--- src/hw/rtl/rgb_led_blink_controller_core_macros.svh ---
// ----------------------------------------------------------------------------
// RGB light controller assertion macros
// Clocked on clk, disabled while rst is high.
// ----------------------------------------------------------------------------
`ifndef RGB_LED_BLINK_CONTROLLER_CORE_MACROS_SVH
`define RGB_LED_BLINK_CONTROLLER_CORE_MACROS_SVH

// Condition holds at every edge outside reset
`define RLBC_ASSERT(label, expr, msg) \
  label: assert property (@(posedge clk) disable iff (rst) (expr)) else $error(msg);

// Antecedent at one edge implies consequent at the next edge
`define RLBC_ASSERT_NEXT(label, ante, cons, msg) \
  label: assert property (@(posedge clk) disable iff (rst) (ante) |=> (cons)) else $error(msg);

`endif

--- src/hw/rtl/rlbc_pkg.sv ---
// ----------------------------------------------------------------------------
// rlbc_pkg
// Shared types and constants of the RGB light blink controller.
// ----------------------------------------------------------------------------
package rlbc_pkg;

  localparam int LIGHT_COUNT_DEFAULT = 8;
  localparam int DIVIDEND_W = 32;
  localparam int DIVISOR_W = 16;

  localparam logic [DIVISOR_W-1:0] PERIOD_RESET = 16'd500;

  typedef logic [23:0] color_t;
  localparam color_t COLOR_BLACK = 24'h000000;
  localparam color_t COLOR_BLUE  = 24'h0000FF;

  typedef enum logic [1:0] {
    OP_TICK      = 2'd0,
    OP_SET_MODE  = 2'd1,
    OP_SET_COLOR = 2'd2,
    OP_TOGGLE    = 2'd3
  } op_t;

  typedef enum logic [1:0] {
    MODE_OFF   = 2'd0,
    MODE_ON    = 2'd1,
    MODE_BLINK = 2'd2,
    MODE_OTHER = 2'd3
  } mode_t;

  // One light: mode, remembered color, displayed color
  typedef struct packed {
    mode_t  mode;
    color_t stored;
    color_t disp;
  } entry_t;

  localparam entry_t RESET_ENTRY = '{mode: MODE_OFF, stored: COLOR_BLUE, disp: COLOR_BLACK};

  // Divider status back to the sequencer
  typedef struct packed {
    logic done;
    logic q_lsb;
  } div_status_t;

  typedef enum logic [2:0] {
    ST_IDLE,
    ST_CMD_RD,
    ST_CMD_MOD,
    ST_DIV,
    ST_FRAME_RD,
    ST_FRAME_MOD,
    ST_FRAME_OUT,
    ST_ERR_OUT
  } state_t;

endpackage

--- src/hw/rtl/rlbc_div.sv ---
// ----------------------------------------------------------------------------
// rlbc_div
// Bit-serial restoring divider, one quotient bit per cycle; reports the
// quotient's low bit (the blink phase).
// ----------------------------------------------------------------------------
module rlbc_div (
  input  logic                        clk,
  input  logic                        rst,
  input  logic                        start,
  input  logic [rlbc_pkg::DIVIDEND_W-1:0] dividend,
  input  logic [rlbc_pkg::DIVISOR_W-1:0]  divisor,
  output rlbc_pkg::div_status_t       status
);
  import rlbc_pkg::*;

  localparam int CNT_W = $clog2(DIVIDEND_W);
  localparam logic [CNT_W-1:0] LAST_STEP = CNT_W'(DIVIDEND_W - 1);

  logic                  busy;
  logic                  done;
  logic [CNT_W-1:0]      cnt;
  logic [DIVIDEND_W-1:0] dvd;
  logic [DIVISOR_W-1:0]  dsr;
  logic [DIVISOR_W-1:0]  rem;
  logic                  qbit;

  logic [DIVISOR_W:0]    trial;
  logic [DIVISOR_W:0]    diff;
  logic                  ge;
  logic [DIVISOR_W-1:0]  rem_next;

  // one restoring step
  always_comb begin
    trial    = {rem, dvd[DIVIDEND_W-1]};
    ge       = (trial >= {1'b0, dsr});
    diff     = trial - {1'b0, dsr};
    rem_next = ge ? diff[DIVISOR_W-1:0] : trial[DIVISOR_W-1:0];
  end

  // step control
  always_ff @(posedge clk) begin
    if (rst) begin
      busy <= 1'b0;
      done <= 1'b0;
      cnt  <= '0;
    end else begin
      done <= 1'b0;
      if (start) begin
        busy <= 1'b1;
        cnt  <= '0;
      end else if (busy) begin
        cnt <= cnt + 1'b1;
        if (cnt == LAST_STEP) begin
          busy <= 1'b0;
          done <= 1'b1;
        end
      end
    end
  end

  // datapath; zero period acts as one
  always_ff @(posedge clk) begin
    if (start) begin
      dvd <= dividend;
      dsr <= (divisor == '0) ? DIVISOR_W'(1) : divisor;
      rem <= '0;
    end else if (busy) begin
      rem  <= rem_next;
      dvd  <= {dvd[DIVIDEND_W-2:0], 1'b0};
      qbit <= ge;
    end
  end

  assign status.done  = done;
  assign status.q_lsb = qbit;

endmodule

--- src/hw/rtl/rlbc_store.sv ---
// ----------------------------------------------------------------------------
// rlbc_store
// Per-light state memory, one write and one registered read port. Entries
// never written read as the reset entry through per-entry valid bits.
// ----------------------------------------------------------------------------
module rlbc_store #(
  parameter int LIGHT_COUNT = rlbc_pkg::LIGHT_COUNT_DEFAULT,
  parameter int LIGHT_W = 3
) (
  input  logic                 clk,
  input  logic                 rst,
  input  logic                 rd_en,
  input  logic [LIGHT_W-1:0]   rd_addr,
  output rlbc_pkg::entry_t     rd_entry,
  input  logic                 wr_en,
  input  logic [LIGHT_W-1:0]   wr_addr,
  input  rlbc_pkg::entry_t     wr_entry
);
  import rlbc_pkg::*;

  entry_t               mem [LIGHT_COUNT];
  logic [LIGHT_COUNT-1:0] vld;
  entry_t               rd_q;
  logic                 rd_ok;

  // valid bits and read-valid flag
  always_ff @(posedge clk) begin
    if (rst) begin
      vld   <= '0;
      rd_ok <= 1'b0;
    end else begin
      if (wr_en) vld[wr_addr] <= 1'b1;
      if (rd_en) rd_ok <= vld[rd_addr];
    end
  end

  // storage array
  always_ff @(posedge clk) begin
    if (wr_en) mem[wr_addr] <= wr_entry;
  end

  always_ff @(posedge clk) begin
    if (rd_en) rd_q <= mem[rd_addr];
  end

  assign rd_entry = rd_ok ? rd_q : RESET_ENTRY;

endmodule

--- src/hw/rtl/rgb_led_blink_controller_core.sv ---
// Command: out-of-range light gives its error result in the cycle after accept;
// a valid command reads, then updates its light, then a frame unless it sets blink or the inert mode.
// Frame: per light a read, an update and a present step, plus output stall time.
// Tick: divide in the bit-serial divider if any light blinks, then a frame on phase flip.
// One transaction in flight; sync reset restores period 500, flag and lights.
// Light state comes out of reset through valid bits, no clearing pass.
// ----------------------------------------------------------------------------
// rgb_led_blink_controller_core
// Multi-light RGB controller with on, off and blink modes, frame output.
// ----------------------------------------------------------------------------
`include "rgb_led_blink_controller_core_macros.svh"

module rgb_led_blink_controller_core #(
  parameter int LIGHT_COUNT = rlbc_pkg::LIGHT_COUNT_DEFAULT
) (
  input  logic        clk,
  input  logic        rst,
  input  logic        cfg_valid,
  output logic        cfg_ready,
  input  logic [15:0] cfg_data,
  input  logic        in_valid,
  output logic        in_stall,
  input  logic [1:0]  op,
  input  logic [7:0]  light,
  input  logic [1:0]  mode_value,
  input  logic [7:0]  red,
  input  logic [7:0]  green,
  input  logic [7:0]  blue,
  input  logic [31:0] now_ms,
  output logic        out_valid,
  input  logic        out_stall,
  output logic [5:0]  out_light,
  output logic [7:0]  out_red,
  output logic [7:0]  out_green,
  output logic [7:0]  out_blue,
  output logic        bad_light,
  output logic        frame_last
);
  import rlbc_pkg::*;

  localparam int LIGHT_W = (LIGHT_COUNT > 1) ? $clog2(LIGHT_COUNT) : 1;
  localparam logic [LIGHT_W-1:0] LAST_IDX = LIGHT_W'(LIGHT_COUNT - 1);
  localparam logic [5:0] LAST_OUT = 6'(LIGHT_COUNT - 1);

  state_t state, state_next;

  logic [DIVISOR_W-1:0]   period;
  logic                   flag;
  logic                   toggle_all;
  logic [LIGHT_W-1:0]     idx;
  logic [LIGHT_COUNT-1:0] blink_vec;

  op_t                op_q;
  logic [LIGHT_W-1:0] light_q;
  mode_t              mode_q;
  color_t             color_q;

  logic               accept;
  logic               in_bad;
  logic               any_blink;
  logic               out_take;

  logic               rd_en;
  logic [LIGHT_W-1:0] rd_addr;
  entry_t             rd_entry;
  logic               wr_en;
  logic [LIGHT_W-1:0] wr_addr;
  entry_t             wr_entry;

  logic               div_start;
  div_status_t        div_st;

  entry_t             cmd_entry;
  logic               cmd_frame;
  entry_t             frm_entry;
  logic [9:0]         sum;

  // single-light toggle
  function automatic entry_t toggle_entry(entry_t e);
    entry_t r;
    r = e;
    case (e.mode)
      MODE_ON: begin
        r.disp = COLOR_BLACK;
        r.mode = MODE_OFF;
      end
      MODE_OFF: begin
        r.disp = e.stored;
        r.mode = MODE_ON;
      end
      MODE_BLINK: begin
        r.disp = (e.disp == e.stored) ? COLOR_BLACK : e.stored;
      end
      default: begin
        r = e;
      end
    endcase
    return r;
  endfunction

  // divider for the blink phase
  rlbc_div u_div (
    .clk      (clk),
    .rst      (rst),
    .start    (div_start),
    .dividend (now_ms),
    .divisor  (period),
    .status   (div_st)
  );

  // light state memory
  rlbc_store #(
    .LIGHT_COUNT (LIGHT_COUNT),
    .LIGHT_W     (LIGHT_W)
  ) u_store (
    .clk      (clk),
    .rst      (rst),
    .rd_en    (rd_en),
    .rd_addr  (rd_addr),
    .rd_entry (rd_entry),
    .wr_en    (wr_en),
    .wr_addr  (wr_addr),
    .wr_entry (wr_entry)
  );

  // handshake terms
  assign in_stall  = (state != ST_IDLE);
  assign cfg_ready = (state == ST_IDLE);
  assign accept    = in_valid && !in_stall;
  assign out_take  = out_valid && !out_stall;
  assign in_bad    = (light >= 8'(LIGHT_COUNT));
  assign any_blink = |blink_vec;

  // command update of the addressed light, frame update of the current light
  always_comb begin
    sum       = 10'(color_q[23:16]) + 10'(color_q[15:8]) + 10'(color_q[7:0]);
    cmd_entry = rd_entry;
    cmd_frame = 1'b1;
    case (op_q)
      OP_SET_MODE: begin
        cmd_entry.mode = mode_q;
        if (mode_q == MODE_ON) cmd_entry.disp = rd_entry.stored;
        else if (mode_q == MODE_OFF) cmd_entry.disp = COLOR_BLACK;
        else cmd_frame = 1'b0;
      end
      OP_SET_COLOR: begin
        cmd_entry.stored = color_q;
        cmd_entry.disp   = color_q;
        if (rd_entry.mode != MODE_BLINK)
          cmd_entry.mode = (sum > 10'd1) ? MODE_ON : MODE_OFF;
      end
      OP_TOGGLE: begin
        cmd_entry = toggle_entry(rd_entry);
      end
      default: begin
        cmd_frame = 1'b0;
      end
    endcase
    frm_entry = (toggle_all && rd_entry.mode == MODE_BLINK) ? toggle_entry(rd_entry)
                                                             : rd_entry;
  end

  // sequencer: next state and strobes
  always_comb begin
    state_next = state;
    rd_en      = 1'b0;
    rd_addr    = idx;
    wr_en      = 1'b0;
    wr_addr    = idx;
    wr_entry   = frm_entry;
    div_start  = 1'b0;
    case (state)
      ST_IDLE: begin
        if (accept) begin
          if (op_t'(op) == OP_TICK) begin
            if (any_blink) begin
              div_start  = 1'b1;
              state_next = ST_DIV;
            end
          end else if (in_bad) begin
            state_next = ST_ERR_OUT;
          end else begin
            state_next = ST_CMD_RD;
          end
        end
      end
      ST_CMD_RD: begin
        rd_en      = 1'b1;
        rd_addr    = light_q;
        state_next = ST_CMD_MOD;
      end
      ST_CMD_MOD: begin
        wr_en      = 1'b1;
        wr_addr    = light_q;
        wr_entry   = cmd_entry;
        state_next = cmd_frame ? ST_FRAME_RD : ST_IDLE;
      end
      ST_DIV: begin
        if (div_st.done) state_next = (div_st.q_lsb == flag) ? ST_IDLE : ST_FRAME_RD;
      end
      ST_FRAME_RD: begin
        rd_en      = 1'b1;
        state_next = ST_FRAME_MOD;
      end
      ST_FRAME_MOD: begin
        wr_en      = toggle_all;
        state_next = ST_FRAME_OUT;
      end
      ST_FRAME_OUT: begin
        if (out_take) state_next = frame_last ? ST_IDLE : ST_FRAME_RD;
      end
      ST_ERR_OUT: begin
        if (out_take) state_next = ST_IDLE;
      end
      default: begin
        state_next = ST_IDLE;
      end
    endcase
  end

  // state register
  always_ff @(posedge clk) begin
    if (rst) state <= ST_IDLE;
    else state <= state_next;
  end

  // control registers
  always_ff @(posedge clk) begin
    if (rst) begin
      period     <= PERIOD_RESET;
      flag       <= 1'b0;
      toggle_all <= 1'b0;
      idx        <= '0;
      blink_vec  <= '0;
      out_valid  <= 1'b0;
    end else begin
      if (cfg_valid && cfg_ready) period <= cfg_data;
      if (accept && op_t'(op) != OP_TICK && in_bad) out_valid <= 1'b1;
      if (state == ST_CMD_MOD) begin
        blink_vec[light_q] <= (cmd_entry.mode == MODE_BLINK);
        idx        <= '0;
        toggle_all <= 1'b0;
      end
      if (state == ST_DIV && div_st.done && div_st.q_lsb != flag) begin
        flag       <= div_st.q_lsb;
        toggle_all <= 1'b1;
        idx        <= '0;
      end
      if (state == ST_FRAME_MOD) out_valid <= 1'b1;
      if (out_take) begin
        out_valid <= 1'b0;
        if (state == ST_FRAME_OUT && !frame_last) idx <= idx + 1'b1;
      end
    end
  end

  // transaction capture and result payload
  always_ff @(posedge clk) begin
    if (accept) begin
      op_q    <= op_t'(op);
      light_q <= light[LIGHT_W-1:0];
      mode_q  <= mode_t'(mode_value);
      color_q <= {red, green, blue};
      if (op_t'(op) != OP_TICK && in_bad) begin
        out_light  <= '0;
        out_red    <= '0;
        out_green  <= '0;
        out_blue   <= '0;
        bad_light  <= 1'b1;
        frame_last <= 1'b1;
      end
    end
    if (state == ST_FRAME_MOD) begin
      out_light  <= 6'(idx);
      out_red    <= frm_entry.disp[23:16];
      out_green  <= frm_entry.disp[15:8];
      out_blue   <= frm_entry.disp[7:0];
      bad_light  <= 1'b0;
      frame_last <= (idx == LAST_IDX);
    end
  end

  // checks
  `RLBC_ASSERT(a_err_is_last, !(out_valid && bad_light) || frame_last, "error result not last")
  `RLBC_ASSERT(a_ready_no_result, in_stall || !out_valid, "input taken with a result pending")
  `RLBC_ASSERT_NEXT(a_last_to_idle, out_valid && !out_stall && frame_last, !in_stall, "not ready after last result")
  `RLBC_ASSERT(a_light_in_range, !out_valid || (out_light <= LAST_OUT), "reported light out of range")

endmodule

--- config.mk ---
export PLATFORM = sky130hd
export DESIGN_NAME = rgb_led_blink_controller_core
export DESIGN_NICKNAME = d
export VERILOG_FILES = /design/src/hw/rtl/rlbc_pkg.sv /design/src/hw/rtl/rlbc_div.sv /design/src/hw/rtl/rlbc_store.sv /design/src/hw/rtl/rgb_led_blink_controller_core.sv
export VERILOG_INCLUDE_DIRS = /design/src /design/src/hw/rtl
export SDC_FILE = /design/constraint.sdc
export NUM_CORES = 1
export LEC_CHECK = 0
export BUFFER_PORTS_ARGS = -buffer_cell sky130_fd_sc_hd__buf_2
export CORE_ASPECT_RATIO = 1.5
export CORE_MARGIN = 4
export CORE_UTILIZATION = 60
export DETAILED_ROUTE_END_ITERATION = 7
export PLACE_DENSITY = 0.78
export SLEW_MARGIN = 10
export SYNTH_ARGS = -nofsm -noshare
export SYNTH_HDL_FRONTEND = slang
export SYNTH_SLANG_ARGS = --single-unit
--- constraint.sdc ---
create_clock -name clk -period 5.2 [get_ports clk]
set_clock_uncertainty 0.2 [all_clocks]
set_input_delay 0.26 -clock clk [delete_from_list [all_inputs] [get_ports clk]]
set_output_delay 0.26 -clock clk [all_outputs]
set_load 0.05 [all_outputs]
Yosys cells after proc, flatten, opt, wreduce, memory -nomap -nowiden
Memories as Yosys holds them, arrays and structs flattened. A register that Yosys moved wholly into a read port is not among the register bits.
Index checks and enable logic that the tools add are counted.

cells by class
  bitwise logic cells = 3
  equal/unequal tests = 25
  order comparisons = 8
  muxes and demuxes = 70
  reduce and logical (&&, ||, !) cells = 37
  add/subtract/negate cells = 5

operators with widths
  operator             number
  $mux 50              3
  $pmux 24 s3          2
  $mux 24              4
  $mux 32              2
  $mux 3               19
  $mux 8               5
  $eq 24x24->1         1
  $mux 1               24
  $pmux 3 s8           1
  $ge 17x16->1         1
  $logic_not 16->1     1
  $mux 16              1
  $sub 16x16->16       1
  $eq 3x3->1 const B   5
  $logic_and 1x1->1    12
  $lt 3x4->1 const B   3
  $reduce_bool 2->1    6
  $add 9x8->10         1
  $gt 10x1->1 const B  1
  $add 8x8->9          1
  $bwmux 8             1
  $eq 2x2->1 const B   4
  $ge 8x4->1 const B   1
  $or 8x8->8           1
  28 further kinds     47

storage, ports and cells
  input bits = 89
  memories kept = 1
  flip-flop bits (word level) = 174
  memory bits (writable) = 400
  word-level logic and storage cells = 175

memories
  name         words  bits a word  read ports  clocked after Yosys merged registers in  write ports  line              text
  u_store.mem  8      50           1           1                                        1            rlbc_store.sv:21  entry_t mem [LIGHT_COUNT];

Logic depth before layout (Yosys ltp)
  word-level depth = 8
  depth in mapped cells = 13

Cells and area by module
Synthesis repeated with hierarchy kept, for this count alone.

unflattened totals
  cells, all modules = 1690
  area, all modules = 26948.3 µm²

by module, submodules not included
  module                         cells each  area each (µm²)  instances
  rlbc_store                     724         17226.5          1
  rgb_led_blink_controller_core  629         5891.9           1
  rlbc_div                       337         3829.9           1

Worst setup path before layout
No wires, ideal clock.

  path type = register to register
  start point = reg state[0]
  end point = reg u_div.dvd[0], enable pin
  required time = 4613 ps
  cell stages (with the launch flop) = 9
  setup time = 387 ps
  buffers on the path = 1
  data arrival time = 3467 ps
  slack = 1147 ps
  cells stage by stage = dfxtp_1 or3_1 inv_2 and2_1 nand2_1 a21oi_1 buf_2 nor2_1 inv_1

on the way
  longest elaborated chain between the ends = 6
  elaborated cells between the ends (all ways) = 7
  those cells by class = 2 x mux; 5 x reduce/logical

ends and longest elaborated chain
  item                         line                                  text
  start, declared              rgb_led_blink_controller_core.sv:45   state_t state, state_next;
  start signal, assigned       rgb_led_blink_controller_core.sv:224  else state <= state_next;
  $reduce_bool 3->1            rgb_led_blink_controller_core.sv:127  assign in_stall = (state != ST_IDLE);
  net in_stall                 rgb_led_blink_controller_core.sv:22   output logic in_stall,
  $logic_not 1->1              rgb_led_blink_controller_core.sv:129  assign accept = in_valid && !in_stall;
  $logic_and 1x1->1            rgb_led_blink_controller_core.sv:129
  net accept                   rgb_led_blink_controller_core.sv:58   logic accept;
  $mux 1                       rgb_led_blink_controller_core.sv:174  if (accept) begin
  $mux 1                       rgb_led_blink_controller_core.sv:172  case (state)
  $reduce_bool 2->1 (no line)  -
  end signal, assigned         rlbc_div.sv:64                        dvd <= dividend;
  end signal, assigned         rlbc_div.sv:69                        dvd <= {dvd[DIVIDEND_W-2:0], 1'b0};
  end, declared                rlbc_div.sv:22                        logic [DIVIDEND_W-1:0] dvd;

The timed path passes the listed nets, and every way through them passes these cells.
A chain may end at the register's enable or synchronous reset.

Worst setup path in the final report
  start point = reg state[2]
  end point = mem u_store.mem[4][49] in the netlist's numbering, enable pin

on the way
  longest elaborated chain between the ends = 4
  elaborated cells between the ends (all ways) = 6
  those cells by class = 2 x eq/ne; 4 x mux

ends and longest elaborated chain
  item                                             line                                  text
  $eq 3x3->1 / $eq 3x2->1 (equally long branches)  rgb_led_blink_controller_core.sv:172
  $pmux 1 s2                                       rgb_led_blink_controller_core.sv:172
  $mux 1                                           rlbc_store.sv:39                      if (wr_en) mem[wr_addr] <= wr_entry;
  $mux 1 (implied by the code)                     rlbc_store.sv:39
  end, declared                                    rlbc_store.sv:21

Several ways; a longest one is shown, not always the timed one.

==> metrics list <==
* Cell area after placement: 28200 sq um
- The final count of hold timing violations was 0.
* Final period util: 75.0%
- Share of post-route cells with drive strength above 1: 22.9%
- # diodes: 0
- Required time at the worst-slack endpoint: 5210 ps
* Shortest clock period the worst path allows after layout: 3900 ps
* Switching Power: 4.92 mW
- Filler cells: 2751
- Number of search-and-repair iterations in the first detailed-routing pass: 7
- Total DRC errors in the routed layout: 0
- CP Max Fanout: 51
- Wire length after detailed routing: 64.7 mm
- Entering global routing, the biggest net connects 67 pins.
- The detailed router placed 16600 vias in this run.
- Max-slew violation count: 0
* RSZ-0062 raised after global routing: false
- In the final routed layout, each cell accounts on average for 25.1 um.
- The later pin in the worst-skew pair is clocked with a latency of 600 ps.
- Vias in the first global route: 17000
- Wire length of the first global-routing pass: 100 mm
* Setup TNS Final: 0 ps
- Transition time at the pin with the least slew margin: 1250 ps
- Leakage: 10.6 nW
* Run status: completed
- After clock tree synthesis, the clock-pin slew on the worst setup and hold paths is 60 ps.
* Worst slew margin relative to its limit: 16.1%
* Netlist cell types: 74
* Crit path arrival time: 3900 ps
- The root buffer cell chosen for the clock tree is sky130_fd_sc_hd__clkbuf_16.
- In this run the core area contains 94 standard-cell rows.
- Pint: 10.4 mW
* Num CTS Buffers: 56
- Element type at the critical path start: flip-flop
- The die covers 48300 sq um.
- In this run the critical register-to-register path is launched from state[2].
- Width of the chip: 181 um
- Endpoint type of the worst setup path: flip-flop
- Antenna violations before repair: 0
- Combined global-route utilization of all metal layers: 26.8%
- Per report_power, the sequential group accounts for 46.5% of the total.
- The average instance in the mapped netlist occupies 15.3 sq um.
- Registers take 18100 sq um.
- For this block, the initial DRC count from the detailed router was 1784.
- TritonCTS built the clock tree.
- The path class of the tightest hold or removal check is in2reg.
- Seq cells post-synth: 624
* Initial Utilization: 61.0%
* Post-cts resize count: 0
* Remaining Overflow, GRT: 0
- Routability-driven placement finished with a final weighted congestion of 1.02.
- Cells after synthesis: 1763
- Num ports: 124
- Total setup violations reported at the end of the flow: 0
- Of all flip-flops after synthesis, the portion carrying an async set or reset was 0%.
- Post-DRT Antenna Nets: 0
- Summing all multi-input logic gate instances after layout gives 8270 sq um.
* WS Path Type: reg2reg
- The floorplan step set the die height to 267 um.
* Min-delay src: rst
- Tracing the worst setup path back leads to its startpoint at state[2].
- Power share of the combinational group: 26.1%
* Clock share of power: 27.3%
- Summed over all nets, the half-perimeter wirelength after detailed placement is 39.9 mm.
* Net count, final: 2082
* Total power per unit cell area: 495 nW/um^2
- Core Region: 44100 sq um
- Syn Std Cell Area: 26900 sq um
- Maximum clock path buffer count: 3
- Post-Layout Inst Area: 30900 sq um
- Layout overhead on the synthesized area: 14.9%
* Yosys synthesis warning count: 0
- The share of the Yosys chip area taken by registers is 67.2%.
* Number of max-cap violations: 0
* Count of H-tree levels built during CTS: 2
- Peak supply drop: 0.349 mV
- Based on the critical path, the design can be clocked at up to 257 MHz.
- Net switching is 32.1% of the power.
- Among all flip-flop cells after synthesis, the most frequent one is sky130_fd_sc_hd__edfxtp_1.
- Using the TritonRoute via totals, the vias-per-cell ratio works out to 6.45.
- Number of port buffers: 120
- Clock sink count: 624
* Post-synth EDFFs: 558
[registers in the layout (all words and copies together), names as in the netlist, 16 cells and up]
register	count
u_store.mem	400
u_store.rd_q	50
period	16
u_div.dsr	16
u_div.rem	16
u_div.dvd	32
color_q	24
[power groups by stage]
| stage | combinational [mW] | sequential, mW | clock [mW] |
|---|---|---|---|
| 4_1_cts | 3.95 | 7.09 | 4.23 |
| 3_3_place_gp | 3.74 | 7.16 | 0 |
| 3_5_place_dp | 3.86 | 7.18 | 0 |
| 2_1_floorplan | 2.69 | 7.12 | 0 |
| 5_1_grt | 4.31 | 7.16 | 4.46 |
| 6_report | 4.00 | 7.12 | 4.18 |
[metrics by stage]
stage	cells	hold WS, ps	utilization [%]	power, mW	worst slack [ps]
2_1_floorplan	1765	159	-	9.81	1150
3_3_place_gp	2387	237	63.9	10.9	1510
3_5_place_dp	2387	238	63.9	11.0	1390
4_1_cts	2574	53.3	70.1	15.3	1360
5_1_grt	2574	96.4	70.1	15.9	969
6_report	2574	62.1	70.1	15.3	1300
[cells in the mapped netlist, types with 3 or more instances]
cell | n | area share, %
sky130_fd_sc_hd__a211o_1 | 7 | 0.23
sky130_fd_sc_hd__a211oi_1 | 20 | 0.56
sky130_fd_sc_hd__a21o_1 | 4 | 0.11
sky130_fd_sc_hd__a21oi_1 | 87 | 1.6
sky130_fd_sc_hd__a221oi_1 | 8 | 0.26
sky130_fd_sc_hd__a22oi_1 | 34 | 0.95
sky130_fd_sc_hd__a2bb2oi_1 | 7 | 0.23
sky130_fd_sc_hd__a311oi_1 | 4 | 0.13
sky130_fd_sc_hd__a31oi_1 | 17 | 0.40
sky130_fd_sc_hd__a41oi_1 | 3 | 0.098
sky130_fd_sc_hd__and2_1 | 14 | 0.33
sky130_fd_sc_hd__and3_1 | 3 | 0.070
sky130_fd_sc_hd__and3b_1 | 3 | 0.098
sky130_fd_sc_hd__buf_1 | 3 | 0.042
sky130_fd_sc_hd__buf_2 | 18 | 0.33
sky130_fd_sc_hd__buf_4 | 11 | 0.31
sky130_fd_sc_hd__clkbuf_1 | 78 | 1.1
sky130_fd_sc_hd__dfxtp_1 | 66 | 4.9
sky130_fd_sc_hd__edfxtp_1 | 558 | 62
sky130_fd_sc_hd__fa_1 | 10 | 0.74
sky130_fd_sc_hd__ha_1 | 30 | 1.4
sky130_fd_sc_hd__inv_1 | 44 | 0.61
sky130_fd_sc_hd__mux2_1 | 6 | 0.25
sky130_fd_sc_hd__mux2_2 | 82 | 3.4
sky130_fd_sc_hd__mux2i_1 | 19 | 0.71
sky130_fd_sc_hd__mux4_2 | 102 | 8.5
sky130_fd_sc_hd__nand2_1 | 129 | 1.8
sky130_fd_sc_hd__nand2b_1 | 23 | 0.54
sky130_fd_sc_hd__nand3_1 | 16 | 0.30
sky130_fd_sc_hd__nand3b_1 | 12 | 0.33
sky130_fd_sc_hd__nand4_1 | 6 | 0.14
sky130_fd_sc_hd__nor2_1 | 124 | 1.7
sky130_fd_sc_hd__nor2b_1 | 6 | 0.14
sky130_fd_sc_hd__nor3_1 | 15 | 0.28
sky130_fd_sc_hd__nor4_1 | 14 | 0.33
sky130_fd_sc_hd__o211ai_1 | 6 | 0.17
sky130_fd_sc_hd__o21ai_0 | 71 | 1.3
sky130_fd_sc_hd__o21ai_1 | 4 | 0.074
sky130_fd_sc_hd__o22ai_1 | 13 | 0.30
sky130_fd_sc_hd__o31ai_1 | 5 | 0.14
sky130_fd_sc_hd__or3_1 | 5 | 0.12
sky130_fd_sc_hd__xnor2_1 | 15 | 0.49
sky130_fd_sc_hd__xor2_1 | 23 | 0.75
[metal layers]
layer	share of wire [%]	vias up	global-route usage, %
li1	-	7209	-
met1	36	8194	34.1
met2	52	992	47.5
met3	8.8	206	3.95
met4	3.8	0	9.63
met5	0	-	0
[cell type report]
type / instances / share of cell area, %
Inverter: 45 / 0.546
Clock buffer: 66 / 4.79
Clock inverter: 37 / 1.27
Sequential cell: 624 / 58.5
Timing Repair Buffer: 242 / 5.83
Tap cell: 576 / 2.33
Multi-Input combinational cell: 984 / 26.7
[critical path, stage by stage (launching register included)]
cell,delay (ps)
sky130_fd_sc_hd__dfxtp_1,620
sky130_fd_sc_hd__nor2b_1,140
sky130_fd_sc_hd__nand2b_1,840
sky130_fd_sc_hd__nand2_1,220
sky130_fd_sc_hd__o32a_1,540
sky130_fd_sc_hd__nor2_4,160
sky130_fd_sc_hd__buf_4,780
[cells by family after synthesis]
kind of cell / share of synthesized area (%)
fa+ha+maj: 2.14
mux: 12.9
compound gates: 7.32
other cells: 0.0139
buf+inv: 2.52
xor+xnor: 1.24
flops: 67.2
simple gates: 6.62
[final timing paths]
kind	to	slack, ps	cells past startpoint
max reg2reg	u_store.mem[4][49]	1300	6
max	u_store.mem[4][49]	1300	6
min	blink_vec[1]	60	2
min reg2reg	period[0]	260	2
[placed cells by master, fill, tap and decap left out, types with 23 or more instances in the layout]
| cell | synthesis | layout |
|---|---|---|
| sky130_fd_sc_hd__dfxtp_1 | 66 | 65 |
| sky130_fd_sc_hd__buf_4 | 11 | 32 |
| sky130_fd_sc_hd__ha_1 | 30 | 30 |
| sky130_fd_sc_hd__mux2_2 | 82 | 82 |
| sky130_fd_sc_hd__mux4_2 | 102 | 102 |
| sky130_fd_sc_hd__inv_1 | 44 | 44 |
| sky130_fd_sc_hd__a21oi_1 | 87 | 84 |
| sky130_fd_sc_hd__edfxtp_1 | 558 | 558 |
| sky130_fd_sc_hd__clkbuf_16 | 0 | 58 |
| sky130_fd_sc_hd__o21ai_0 | 71 | 71 |
| sky130_fd_sc_hd__a22oi_1 | 34 | 34 |
| sky130_fd_sc_hd__xor2_1 | 23 | 23 |
| sky130_fd_sc_hd__nor2_1 | 124 | 115 |
| sky130_fd_sc_hd__dlygate4sd3_1 | 0 | 84 |
| sky130_fd_sc_hd__nand2b_1 | 23 | 23 |
| sky130_fd_sc_hd__buf_2 | 18 | 120 |
| sky130_fd_sc_hd__nand2_1 | 129 | 129 |
[timing repair]
action,in CTS,in global routing
endpoints found under the hold margin,84,0
setup endpoints to repair,0,0
hold buffers,84,0
buffers inserted,0,0
(Power assumes the default switching activity.)
